File: config.mk
export PLATFORM = sky130hd
export DESIGN_NAME = sorted_ring_membership_table
export DESIGN_NICKNAME = d
export VERILOG_FILES = /design/src/rtl/srmt_pkg.sv /design/src/rtl/srmt_ram.sv /design/src/rtl/srmt_seq.sv /design/src/rtl/sorted_ring_membership_table.sv
export SDC_FILE = /design/constraint.sdc
export NUM_CORES = 1
export LEC_CHECK = 0
export ABC_CLOCK_PERIOD_IN_PS = 8109
export BUFFER_PORTS_ARGS = -buffer_cell sky130_fd_sc_hd__buf_4
export CAP_MARGIN = 10
export CORE_ASPECT_RATIO = 0.9
export CORE_UTILIZATION = 45
export CTS_CLUSTER_DIAMETER = 80
export DETAILED_ROUTE_END_ITERATION = 10
export GPL_TIMING_DRIVEN = 0
export REMOVE_ABC_BUFFERS = 1
export SETUP_SLACK_MARGIN = 0.05
export SLEW_MARGIN = 10
export SYNTH_ARGS = -nofsm -noshare
export SYNTH_HDL_FRONTEND = slang
export SYNTH_SLANG_ARGS = --single-unit
export TNS_END_PERCENT = 100
File: constraint.sdc
create_clock -name clk -period 8.11 [get_ports clk]
set_clock_uncertainty 0.05 [all_clocks]
set_input_delay 1.622 -clock clk [delete_from_list [all_inputs] [get_ports clk]]
set_output_delay 1.622 -clock clk [all_outputs]
set_load 0.01 [all_outputs]
File: src/rtl/srmt_pkg.sv
// shared types and codes for the sorted ring membership table
package srmt_pkg;

	localparam int ID_W = 16;

	// action codes
	localparam logic [1:0] ACT_INSERT = 2'd0;
	localparam logic [1:0] ACT_REMOVE = 2'd1;
	localparam logic [1:0] ACT_QUERY  = 2'd2;

	// status codes
	localparam logic [1:0] STAT_OK      = 2'd0;
	localparam logic [1:0] STAT_DUP     = 2'd1;
	localparam logic [1:0] STAT_MISSING = 2'd2;
	localparam logic [1:0] STAT_FULL    = 2'd3;

	typedef enum logic [3:0] {
		ST_IDLE,
		ST_SCAN,
		ST_DECIDE,
		ST_RD_PRED,
		ST_RD_SUCC,
		ST_WT_SUCC,
		ST_SHIFT,
		ST_PUT,
		ST_DONE
	} state_t;

	// sequencer handshake toward the top level
	typedef struct packed {
		logic idle;
		logic done;
	} seq_status_t;

	// one finished result word
	typedef struct packed {
		logic [1:0]      status;
		logic [1:0]      nbr_count;
		logic [ID_W-1:0] first;
		logic [ID_W-1:0] second;
		logic [6:0]      count;
	} result_t;

endpackage

File: src/rtl/srmt_ram.sv
// generic simple dual port ram with registered read
module srmt_ram #(
	parameter int WIDTH = 16,
	parameter int DEPTH = 64
) (
	input  logic                     clk,
	input  logic                     we,
	input  logic [$clog2(DEPTH)-1:0] wr_addr,
	input  logic [WIDTH-1:0]         wr_data,
	input  logic [$clog2(DEPTH)-1:0] rd_addr,
	output logic [WIDTH-1:0]         rd_data
);

	logic [WIDTH-1:0] mem [DEPTH];

	always_ff @(posedge clk) begin
		if (we) begin
			mem[wr_addr] <= wr_data;
		end
		rd_data <= mem[rd_addr];
	end

endmodule

File: src/rtl/srmt_seq.sv
// search, neighbour fetch and shift sequencer around the id memory
module srmt_seq #(
	parameter int MAX_MEMBERS = 64
) (
	input  logic                        clk,
	input  logic                        arst_n,
	input  logic                        start,
	input  logic [1:0]                  action,
	input  logic [srmt_pkg::ID_W-1:0]   member_id,
	input  logic                        res_ready,
	output srmt_pkg::seq_status_t       seq_status,
	output srmt_pkg::result_t           result
);

	localparam int AW = $clog2(MAX_MEMBERS);
	localparam int CW = $clog2(MAX_MEMBERS + 1);
	localparam logic [CW-1:0] ONE_C = CW'(1);
	localparam logic [CW-1:0] MAX_C = CW'(MAX_MEMBERS);

	srmt_pkg::state_t state_q, state_d;

	logic [1:0]                act_q;
	logic [srmt_pkg::ID_W-1:0] id_q;
	logic [CW-1:0]             count_q;
	logic [CW-1:0]             idx_q;
	logic                      chk_s1;
	logic [CW-1:0]             chk_idx_s1;
	logic                      found_q;
	logic [CW-1:0]             pos_q;
	logic [AW-1:0]             pa_q, sa_q;
	logic [1:0]                nc_q;
	logic [1:0]                status_q;
	logic [srmt_pkg::ID_W-1:0] first_q, second_q;
	logic                      do_ins_q, do_rem_q;
	logic [AW-1:0]             sh_idx_q;
	logic [CW-1:0]             left_q;
	logic                      wr_pend_s1;
	logic [AW-1:0]             wr_addr_s1;

	// ram ports
	logic                      we;
	logic [AW-1:0]             wr_addr, rd_addr;
	logic [srmt_pkg::ID_W-1:0] wr_data, rd_data;

	// scan compare
	logic hit_eq, hit_gt, scan_none, scan_done, scan_issue;

	// decision
	logic [1:0]    dc_status;
	logic          dc_nbr, dc_ins, dc_rem;
	logic [CW-1:0] dc_n;
	logic [1:0]    dc_nc;
	logic [AW-1:0] dc_pred, dc_succ, dc_sh_idx;
	logic [CW-1:0] dc_left;

	srmt_ram #(
		.WIDTH(srmt_pkg::ID_W),
		.DEPTH(MAX_MEMBERS)
	) u_ram (
		.clk     (clk),
		.we      (we),
		.wr_addr (wr_addr),
		.wr_data (wr_data),
		.rd_addr (rd_addr),
		.rd_data (rd_data)
	);

	assign hit_eq     = chk_s1 && (rd_data == id_q);
	assign hit_gt     = chk_s1 && (rd_data > id_q);
	assign scan_none  = !chk_s1 && (idx_q == count_q);
	assign scan_done  = hit_eq || hit_gt || scan_none;
	assign scan_issue = (idx_q != count_q) && !scan_done;

	always_comb begin
		dc_status = srmt_pkg::STAT_OK;
		dc_nbr    = 1'b0;
		dc_ins    = 1'b0;
		dc_rem    = 1'b0;
		dc_n      = count_q;
		dc_pred   = (pos_q == '0) ? AW'(count_q - ONE_C) : AW'(pos_q - ONE_C);
		dc_succ   = AW'(pos_q);
		if (found_q) begin
			dc_nbr = 1'b1;
			dc_rem = (act_q == srmt_pkg::ACT_REMOVE);
			if (act_q == srmt_pkg::ACT_INSERT) begin
				dc_status = srmt_pkg::STAT_DUP;
			end
			dc_succ = (CW'(pos_q + ONE_C) == count_q) ? '0 : AW'(pos_q + ONE_C);
		end else if (act_q == srmt_pkg::ACT_INSERT) begin
			if (count_q >= MAX_C) begin
				dc_status = srmt_pkg::STAT_FULL;
			end else begin
				dc_nbr  = 1'b1;
				dc_ins  = 1'b1;
				dc_n    = CW'(count_q + ONE_C);
				dc_succ = (pos_q == count_q) ? '0 : AW'(pos_q);
			end
		end else begin
			dc_status = srmt_pkg::STAT_MISSING;
		end
		if (!dc_nbr || dc_n < CW'(2)) begin
			dc_nc = 2'd0;
		end else if (dc_n == CW'(2)) begin
			dc_nc = 2'd1;
		end else begin
			dc_nc = 2'd2;
		end
		// insert moves entries up from the top, remove moves them down
		if (dc_ins) begin
			dc_sh_idx = AW'(count_q - ONE_C);
			dc_left   = CW'(count_q - pos_q);
		end else begin
			dc_sh_idx = AW'(pos_q + ONE_C);
			dc_left   = CW'(count_q - ONE_C - pos_q);
		end
	end

	// next state
	always_comb begin
		state_d = state_q;
		case (state_q)
			srmt_pkg::ST_IDLE: begin
				if (start) begin
					state_d = srmt_pkg::ST_SCAN;
				end
			end
			srmt_pkg::ST_SCAN: begin
				if (scan_done) begin
					state_d = srmt_pkg::ST_DECIDE;
				end
			end
			srmt_pkg::ST_DECIDE: begin
				if (dc_nc != 2'd0) begin
					state_d = srmt_pkg::ST_RD_PRED;
				end else if (dc_ins || dc_rem) begin
					state_d = srmt_pkg::ST_SHIFT;
				end else begin
					state_d = srmt_pkg::ST_DONE;
				end
			end
			srmt_pkg::ST_RD_PRED: begin
				state_d = srmt_pkg::ST_RD_SUCC;
			end
			srmt_pkg::ST_RD_SUCC: begin
				if (nc_q == 2'd2) begin
					state_d = srmt_pkg::ST_WT_SUCC;
				end else if (do_ins_q || do_rem_q) begin
					state_d = srmt_pkg::ST_SHIFT;
				end else begin
					state_d = srmt_pkg::ST_DONE;
				end
			end
			srmt_pkg::ST_WT_SUCC: begin
				if (do_ins_q || do_rem_q) begin
					state_d = srmt_pkg::ST_SHIFT;
				end else begin
					state_d = srmt_pkg::ST_DONE;
				end
			end
			srmt_pkg::ST_SHIFT: begin
				if (left_q == '0) begin
					state_d = do_ins_q ? srmt_pkg::ST_PUT : srmt_pkg::ST_DONE;
				end
			end
			srmt_pkg::ST_PUT: begin
				state_d = srmt_pkg::ST_DONE;
			end
			srmt_pkg::ST_DONE: begin
				if (res_ready) begin
					state_d = srmt_pkg::ST_IDLE;
				end
			end
			default: begin
				state_d = srmt_pkg::ST_IDLE;
			end
		endcase
	end

	// memory port drive and handshake outputs
	always_comb begin
		rd_addr         = idx_q[AW-1:0];
		we              = 1'b0;
		wr_addr         = wr_addr_s1;
		wr_data         = rd_data;
		seq_status.idle = 1'b0;
		seq_status.done = 1'b0;
		case (state_q)
			srmt_pkg::ST_IDLE: begin
				seq_status.idle = 1'b1;
			end
			srmt_pkg::ST_SCAN: begin
				rd_addr = idx_q[AW-1:0];
			end
			srmt_pkg::ST_RD_PRED: begin
				rd_addr = pa_q;
			end
			srmt_pkg::ST_RD_SUCC: begin
				rd_addr = sa_q;
			end
			srmt_pkg::ST_SHIFT: begin
				rd_addr = sh_idx_q;
				we      = wr_pend_s1;
			end
			srmt_pkg::ST_PUT: begin
				we      = 1'b1;
				wr_addr = pos_q[AW-1:0];
				wr_data = id_q;
			end
			srmt_pkg::ST_DONE: begin
				seq_status.done = 1'b1;
			end
			default: begin
				rd_addr = idx_q[AW-1:0];
			end
		endcase
	end

	assign result.status    = status_q;
	assign result.nbr_count = nc_q;
	assign result.first     = first_q;
	assign result.second    = second_q;
	assign result.count     = 7'(count_q);

	// control registers
	always_ff @(posedge clk or negedge arst_n) begin
		if (!arst_n) begin
			state_q    <= srmt_pkg::ST_IDLE;
			count_q    <= '0;
			chk_s1     <= 1'b0;
			wr_pend_s1 <= 1'b0;
		end else begin
			state_q    <= state_d;
			chk_s1     <= (state_q == srmt_pkg::ST_SCAN) && scan_issue;
			wr_pend_s1 <= (state_q == srmt_pkg::ST_SHIFT) && (left_q != '0);
			if (state_q == srmt_pkg::ST_PUT) begin
				count_q <= CW'(count_q + ONE_C);
			end else if (state_q == srmt_pkg::ST_SHIFT && left_q == '0 && do_rem_q) begin
				count_q <= CW'(count_q - ONE_C);
			end
		end
	end

	// datapath registers
	always_ff @(posedge clk) begin
		chk_idx_s1 <= idx_q;
		case (state_q)
			srmt_pkg::ST_IDLE: begin
				act_q <= action;
				id_q  <= member_id;
				idx_q <= '0;
			end
			srmt_pkg::ST_SCAN: begin
				if (scan_issue) begin
					idx_q <= CW'(idx_q + ONE_C);
				end
				found_q <= hit_eq;
				pos_q   <= (hit_eq || hit_gt) ? chk_idx_s1 : count_q;
			end
			srmt_pkg::ST_DECIDE: begin
				status_q <= dc_status;
				nc_q     <= dc_nc;
				pa_q     <= dc_pred;
				sa_q     <= dc_succ;
				do_ins_q <= dc_ins;
				do_rem_q <= dc_rem;
				sh_idx_q <= dc_sh_idx;
				left_q   <= dc_left;
				first_q  <= '0;
				second_q <= '0;
			end
			srmt_pkg::ST_RD_SUCC: begin
				first_q <= rd_data;
			end
			srmt_pkg::ST_WT_SUCC: begin
				second_q <= rd_data;
			end
			srmt_pkg::ST_SHIFT: begin
				if (left_q != '0) begin
					left_q     <= CW'(left_q - ONE_C);
					sh_idx_q   <= do_ins_q ? AW'(sh_idx_q - 1'b1) : AW'(sh_idx_q + 1'b1);
					wr_addr_s1 <= do_ins_q ? AW'(sh_idx_q + 1'b1) : AW'(sh_idx_q - 1'b1);
				end
			end
			default: begin
				left_q <= left_q;
			end
		endcase
	end

endmodule

File: src/rtl/sorted_ring_membership_table.sv
// top level of the sorted ring membership table
//
// keeps up to MAX_MEMBERS distinct 16-bit member ids in ascending order,
// seen as a ring, in one simple dual port ram
// input channel (in_valid/in_ready): one word is action and member_id;
// insert, remove or query one id
// output channel (out_valid/out_ready): one result word per input word with
// status, neighbour_count, first_neighbour, second_neighbour, member_count
// one word is worked at a time; in_ready is high while the sequencer idles
// a linear search reads one entry per cycle up to the hit or insertion
// point, then up to two neighbour reads, then, for an insert or removal,
// the entries above that point move one place per cycle; the single ram
// read port sets this pace
// the finished result sits in an output register; while the receiver
// stalls, the sequencer holds its result and a new word is taken as soon
// as that result has moved into the output register
// reset empties the table (count to zero); ram contents are not cleared,
// entries beyond the count are never used
module sorted_ring_membership_table #(
	parameter int MAX_MEMBERS = 64
) (
	input  logic                      clk,
	input  logic                      arst_n,
	input  logic                      in_valid,
	output logic                      in_ready,
	input  logic [1:0]                action,
	input  logic [srmt_pkg::ID_W-1:0] member_id,
	output logic                      out_valid,
	input  logic                      out_ready,
	output logic [1:0]                status,
	output logic [1:0]                neighbour_count,
	output logic [srmt_pkg::ID_W-1:0] first_neighbour,
	output logic [srmt_pkg::ID_W-1:0] second_neighbour,
	output logic [6:0]                member_count
);

	srmt_pkg::seq_status_t seq_status;
	srmt_pkg::result_t     seq_result;
	srmt_pkg::result_t     out_q;
	logic                  out_valid_q;
	logic                  res_ready;
	logic                  start;

	// output register is free when empty or being emptied this cycle
	assign res_ready = !out_valid_q || out_ready;
	assign in_ready  = seq_status.idle;
	assign start     = in_valid && seq_status.idle;

	srmt_seq #(
		.MAX_MEMBERS(MAX_MEMBERS)
	) u_seq (
		.clk        (clk),
		.arst_n     (arst_n),
		.start      (start),
		.action     (action),
		.member_id  (member_id),
		.res_ready  (res_ready),
		.seq_status (seq_status),
		.result     (seq_result)
	);

	// output valid flag
	always_ff @(posedge clk or negedge arst_n) begin
		if (!arst_n) begin
			out_valid_q <= 1'b0;
		end else if (seq_status.done && res_ready) begin
			out_valid_q <= 1'b1;
		end else if (out_ready) begin
			out_valid_q <= 1'b0;
		end
	end

	// output payload register
	always_ff @(posedge clk) begin
		if (seq_status.done && res_ready) begin
			out_q <= seq_result;
		end
	end

	assign out_valid        = out_valid_q;
	assign status           = out_q.status;
	assign neighbour_count  = out_q.nbr_count;
	assign first_neighbour  = out_q.first;
	assign second_neighbour = out_q.second;
	assign member_count     = out_q.count;

endmodule

# Word-level counts from Yosys, hierarchy flattened
# Memories as Yosys holds them, arrays and structs flattened. A register that Yosys moved wholly into a read port is not among the register bits.
# Index checks and enable logic that the tools add are counted.
[totals]
register_bits = 166
latch_bits = 0
ram_bits = 1024
rom_bits = 0
mem_count = 1
[classes]
addsub = 10
n_mul = 0
div_mod_pow = 0
magnitude_cmp = 3
n_eq_ne = 22
shift = 0
muxes = 55
bitwise_logic = 0
reduce_logical = 36
[mem_list]
columns = ["memory", "depth", "width", "read_ports", "rd_ports_with_merged_regs", "write_ports", "line", "source"]
rows = [
  ["u_seq.u_ram.mem", 64, 16, 1, 1, 1, "srmt_ram.sv:14", "logic [WIDTH-1:0] mem [DEPTH];"],
]
[ops]
columns = ["operator", "n"]
rows = [
  ["$mux 6", 11],
  ["$pmux 16 s2", 2],
  ["$mux 7", 9],
  ["$mux 4", 9],
  ["$pmux 4 s9", 1],
  ["$pmux 7 s2", 2],
  ["$add 7x1->7 const B", 3],
  ["$eq 7x7->1", 3],
  ["$pmux 6 s3", 1],
  ["$eq 16x16->1", 1],
  ["$eq 4x3->1 const B", 4],
  ["$gt 16x16->1", 1],
  ["$mux 16", 1],
  ["$logic_not 7->1", 2],
  ["$reduce_bool 2->1", 7],
  ["$sub 7x1->7 const B", 2],
  ["$sub 7x7->7", 2],
  ["$mux 1", 12],
  ["$pmux 6 s2", 1],
  ["$sub 6x1->6 const B", 2],
  ["$logic_and 1x1->1", 10],
  ["$mux 2", 5],
  ["$eq 4x2->1 const B", 2],
  ["$eq 7x2->1 const B", 1],
  ["18 further kinds", 32],
]

# Longest topological paths before layout
[depth]
depth_word = 10
mapped_depth = 14

# Cells and area by module
# Synthesis repeated with hierarchy kept, for this count alone.
[hier_totals]
hier_cells = 2584
area_unflattened_um2 = 48536.6
[modules_own_cells]
columns = ["mod", "n_inst", "cells_per_inst", "area_per_inst_um2"]
rows = [
  ["srmt_ram", 1, 1829, 40042.2],
  ["srmt_seq", 1, 707, 7143.1],
  ["sorted_ring_membership_table", 1, 48, 1351.3],
]

# Least setup slack after synthesis
# OpenSTA, ideal clock, no wires.
[synth_path]
path_type = "register to register"
startpoint = "register u_seq.state_q[2]"
endpoint = "memory u_seq.u_ram.mem[0][15], data pin"
setup_ps = 702
arrival_ps = 3974
required_ps = 7358
slack_ps = 3384
path_stages_with_launch = 7
synth_period_minus_slack_ps = 4726
path_cell_list = "dfrtp_1 -> nor2b_1 -> buf_2 -> nand3_1 -> clkbuf_1 -> clkbuf_1 -> o21ai_0"
[synth_via]
elab_chain_len = 2
[synth_lines]
columns = ["item", "line", "source"]
rows = [
  ["start, declared", "srmt_seq.sv:20", "srmt_pkg::state_t state_q, state_d;"],
  ["start signal, assigned", "srmt_seq.sv:227", "state_q <= srmt_pkg::ST_IDLE;"],
  ["start signal, assigned", "srmt_seq.sv:232", "state_q <= state_d;"],
  ["$eq 4x3->1", "srmt_seq.sv:187", "case (state_q)"],
  ["$mux 16", "srmt_seq.sv:187", ""],
  ["named net u_seq.u_ram.wr_data[15]", "srmt_ram.sv:9", "input logic [WIDTH-1:0] wr_data,"],
  ["end, declared", "srmt_ram.sv:14", ""],
]
# The timed path passes the listed nets, and every way through them passes these cells.

# Worst setup path in the final report
[layout_path]
startpoint = "register u_seq.state_q[0]"
endpoint = "register u_seq.u_ram.rd_data[8], read port of u_seq.u_ram.mem"
[layout_via]
elab_chain_len = 2
elab_cells_between_ends = 4
[layout_lines]
columns = ["item", "line", "source"]
rows = [
  ["$eq 4x3->1 or $eq 4x2->1 (tied branches)", "srmt_seq.sv:187", ""],
  ["$pmux 6 s3 *", "srmt_seq.sv:187", ""],
  ["end, declared", "srmt_ram.sv:11", "output logic [WIDTH-1:0] rd_data"],
]
# Mark *: on every way between the ends. The rest lies on a longest branch, timed or not.
# A chain may end at the register's enable or synchronous reset.

==> run_results.csv <==
group,metric,value,unit
yosys,synthArstFlopShare,1.16,%
power,irDropWorstVdd,0.275,mV
floorplan,initial_core_util,45.4,%
worst_setup_path,endpoint,"u_seq.u_ram.rd_data[8]",
final_layout,drive_above_1_share,17.8,%
min_path,min_path_type,"flip-flop to flip-flop",
clocking,cts_buffer_depth,3,
power,clkPwrFrac,21.8,%
yosys,synthXorXnorAreaFrac,1.06,%
worst_setup_path,crit_arrival,6.33,ns
job,maxCapViolCount,0,
power,switching_share,38.5,%
yosys,synthAdderAreaFrac,1.06,%
worst_setup_path,crit_path_start,"u_seq.state_q[0]",
worst_setup_path,rr_worst_depth,17,
timing,rsz0062_at_grt,"no",
clocking,htree_levels,3,
floorplan,die_area,110000,sq um
placement,placed_cell_area,53400,sq um
placement,io_buffers,66,
yosys,synth_top_family_by_area,"simple AND/OR/NAND/NOR gates",
drt,route.detailed.drc,0,
yosys,yosys.area_share.simple,10.5,%
drt,vias,28800,
worst_setup_path,start_kind,"flip-flop",
drt,via_per_inst,5.85,
clocking,postCtsSetupBuffers,0,
yosys,synth.top_cell.area_share,72.1,%
worst_setup_path,endpoint_kind,"flip-flop",
power,switchingPower,0.00921,W
timing,timing.fmax,171,MHz
final_layout,num-nets-final,3439,
yosys,synth.cell_area,48700,sq um
power,pwr-share-seq,35.1,%
worst_setup_path,critPathKind,"flip-flop to flip-flop",
worst_setup_path,r2r-end,"u_seq.u_ram.rd_data[8]",
yosys,yosysTopAreaCell,"edfxtp_1",
clocking,cts_tree,"yes",
clocking,cts_hold_buf,0,
yosys,yosys_warnings,0,
yosys,ys_seq_area_share,73.7,%
power,power.density,418,nW/um^2
worst_setup_path,r2r_slack,2.28,ns
floorplan,coreArea,107000,sq um
timing,hold_viol_final,0,
yosys,avgSynthCellArea,15.3,sq um
yosys,synth_enable_flop_cells,1169,
floorplan,row_count,114,
yosys,synth_seq_cells,1206,
global_routing,antenna_found_initial,3,
clocking,post_cts_resize_count,0,
global_routing,grt_pass1_wl,187000,um
worst_setup_path,crit_fanout,19,
clocking,clock-sinks,1206,
clocking,clk-insertion-delay-late,0.70,ns
final_layout,area_growth,17.2,%
timing,finalCriticalPeriod,5.83,ns
drt,first_iter_violations,3548,
yosys,yosysMostFrequentCell,"edfxtp_1",
placement,dp_hpwl,87500,um
clocking,cts_root_buf,"clkbuf_16",
worst_setup_path,r2r_start,"u_seq.state_q[0]",
yosys,ys_top_cells_by_area,"edfxtp_1 (72%), nand2_1 (4.6%), mux4_2 (4.4%)",
timing,tightest_slew,1.35,ns
clocking,numCtsBuffers,119,
yosys,ys_top_cells_by_count,"edfxtp_1 (1,169), nand2_1 (603), nand3_1 (217), nor2_1 (124), mux4_2 (96)",
timing,relSlewSlack,9.10,%
floorplan,die_x,349,um
floorplan,die_h,314,um
yosys,synth_mux_area_share,6.12,%
yosys,syn_inst,3193,
global_routing,grt_max_degree,65,
yosys,synth_compound_gate_area_share,5.28,%
drt,drt_wl_total,128000,um
drt,post_drt_wl_per_cell,26.0,um
yosys,synth_cell_type_count,77,
clocking,path_clk_slew,0.06,ns
drt,detail-route-antenna-nets,0,
drt,first_pass_iters,6,
floorplan,io_pins,67,
global_routing,globalRoute.totalOverflow,0,
worst_setup_path,cp.required,8.60,ns
timing,report.final.slew_viol_count,0,
final_layout,design_area,57100,sq um
global_routing,grt_pass1_vias,28000,
power,power_frac_comb,43.2,%
power,p_total,0.0239,W
timing,finalCritPeriodShare,71.9,%
power,p_int,0.0147,W
power,p_leak,19.5,nW
timing,setup_viol,0,
placement,gp_congestion,0.906,
yosys,synth-main-ff-cell,"edfxtp_1",
global_routing,grt_usage,23.4,%
run_status,status,"complete, no violations",
-- through the flow --
| step | util (%) | setup WS [ns] | instances | setup TNS, ns | hold slack [ns] |
|---|---|---|---|---|---|
| final | 53.2 | 2.28 | 4924 | 0 | 0.362 |
| after global routing | 53.1 | 1.98 | 4919 | 0 | 0.366 |
| after CTS | 53.1 | 2.35 | 4919 | 0 | 0.364 |
| after detailed placement | 49.7 | 2.38 | 4706 | 0 | 0.355 |
| after global placement | 46.7 | -44.54 | 4531 | -3986.59 | 0.351 |
| after floorplan | - | -26.40 | 3015 | -420.92 | 0.350 |
-- layout make-up --
| cell class | count | area [sq um] |
|---|---|---|
| fillers | 8439 | 50300 |
| flip-flops and latches | 1206 | 35900 |
| repair buffers | 241 | 3330 |
| multi-input cells | 1759 | 12200 |
| inverters | 50 | 189 |
| clock buffers | 158 | 3270 |
| clock inverters | 55 | 392 |
| diodes | 5 | 12.5 |
| well taps | 1450 | 1810 |
-- power groups by stage --
stage / clock network (W) / logic [W] / registers (W)
2_1_floorplan: 0 / 0.00505 / 0.00850
3_3_place_gp: 0 / 0.00773 / 0.00886
3_5_place_dp: 0 / 0.0102 / 0.00849
4_1_cts: 0.00528 / 0.0102 / 0.00837
5_1_grt: 0.00551 / 0.0109 / 0.00840
6_report: 0.00520 / 0.0103 / 0.00838
-- cells by family after synthesis --
group,count (synthesis)
flops,1206
mux,177
xor+xnor,59
compound gates,338
fa+ha+maj,40
buf+inv,228
simple gates,1145
-- critical path, stage by stage, from the launching register on --
cell and delay, ns:
dfrtp_1 0.80, a21oi_1 0.23, and2_1 0.25, nor3_2 0.72, buf_4 0.34, buf_6 0.19
buf_6 0.17, buf_6 0.16, buf_4 0.21, buf_6 0.19, buf_4 0.24, buf_4 0.23
buf_6 0.17, mux4_2 0.49, and2_1 0.17, a41o_1 0.31, a2bb2oi_1 0.23, a221o_1 0.47
-- state kept, by name, indices dropped and copies added (netlist names), 7 cells and up --
| register | cells |
|---|---|
| first_neighbour | 16 |
| u_seq.pos_q | 7 |
| u_seq.first_q | 16 |
| u_seq.u_ram.mem | 1024 |
| u_seq.u_ram.rd_data | 16 |
| u_seq.id_q | 16 |
| u_seq.chk_idx_s1 | 7 |
| u_seq.count_q | 7 |
| u_seq.idx_q | 7 |
| u_seq.left_q | 7 |
| member_count | 7 |
| second_neighbour | 16 |
| u_seq.second_q | 16 |
-- cells in the final DEF (no fill, tap or decap), types with 53 or more instances in the layout --
master	Yosys	layout
mux2i_1	74	74
nor2_1	124	56
clkbuf_16	0	123
buf_8	0	59
a32oi_1	82	82
edfxtp_1	1169	1169
nand4_1	58	58
nand2_1	603	603
buf_4	20	94
and3_1	53	53
nand3_1	217	215
mux4_2	96	96
nor2_2	4	68
-- per-layer routing --
metal / global-route usage, % / share of wire, % / vias up
met1: 32.3 / 41 / 14700
li1: - / - / 12600
met4: 7.10 / 2.9 / 0
met2: 37.0 / 47 / 1277
met5: 0 / 0 / -
met3: 5.75 / 9.0 / 221
-- how the worst min path moves through the flow --
stage | from | to | slack (ns) | cells past startpoint
finish | u_seq.second_q[10] | second_neighbour[10] | 0.36 | 0
CTS | u_seq.second_q[10] | second_neighbour[10] | 0.36 | 0
global route | u_seq.second_q[10] | second_neighbour[10] | 0.37 | 0
floorplan | u_seq.first_q[0] | first_neighbour[0] | 0.35 | 0
detailed placement | u_seq.first_q[12] | first_neighbour[12] | 0.35 | 0
global placement | u_seq.second_q[2] | second_neighbour[2] | 0.35 | 0
No activity file was read; power rests on OpenSTA's default activity.
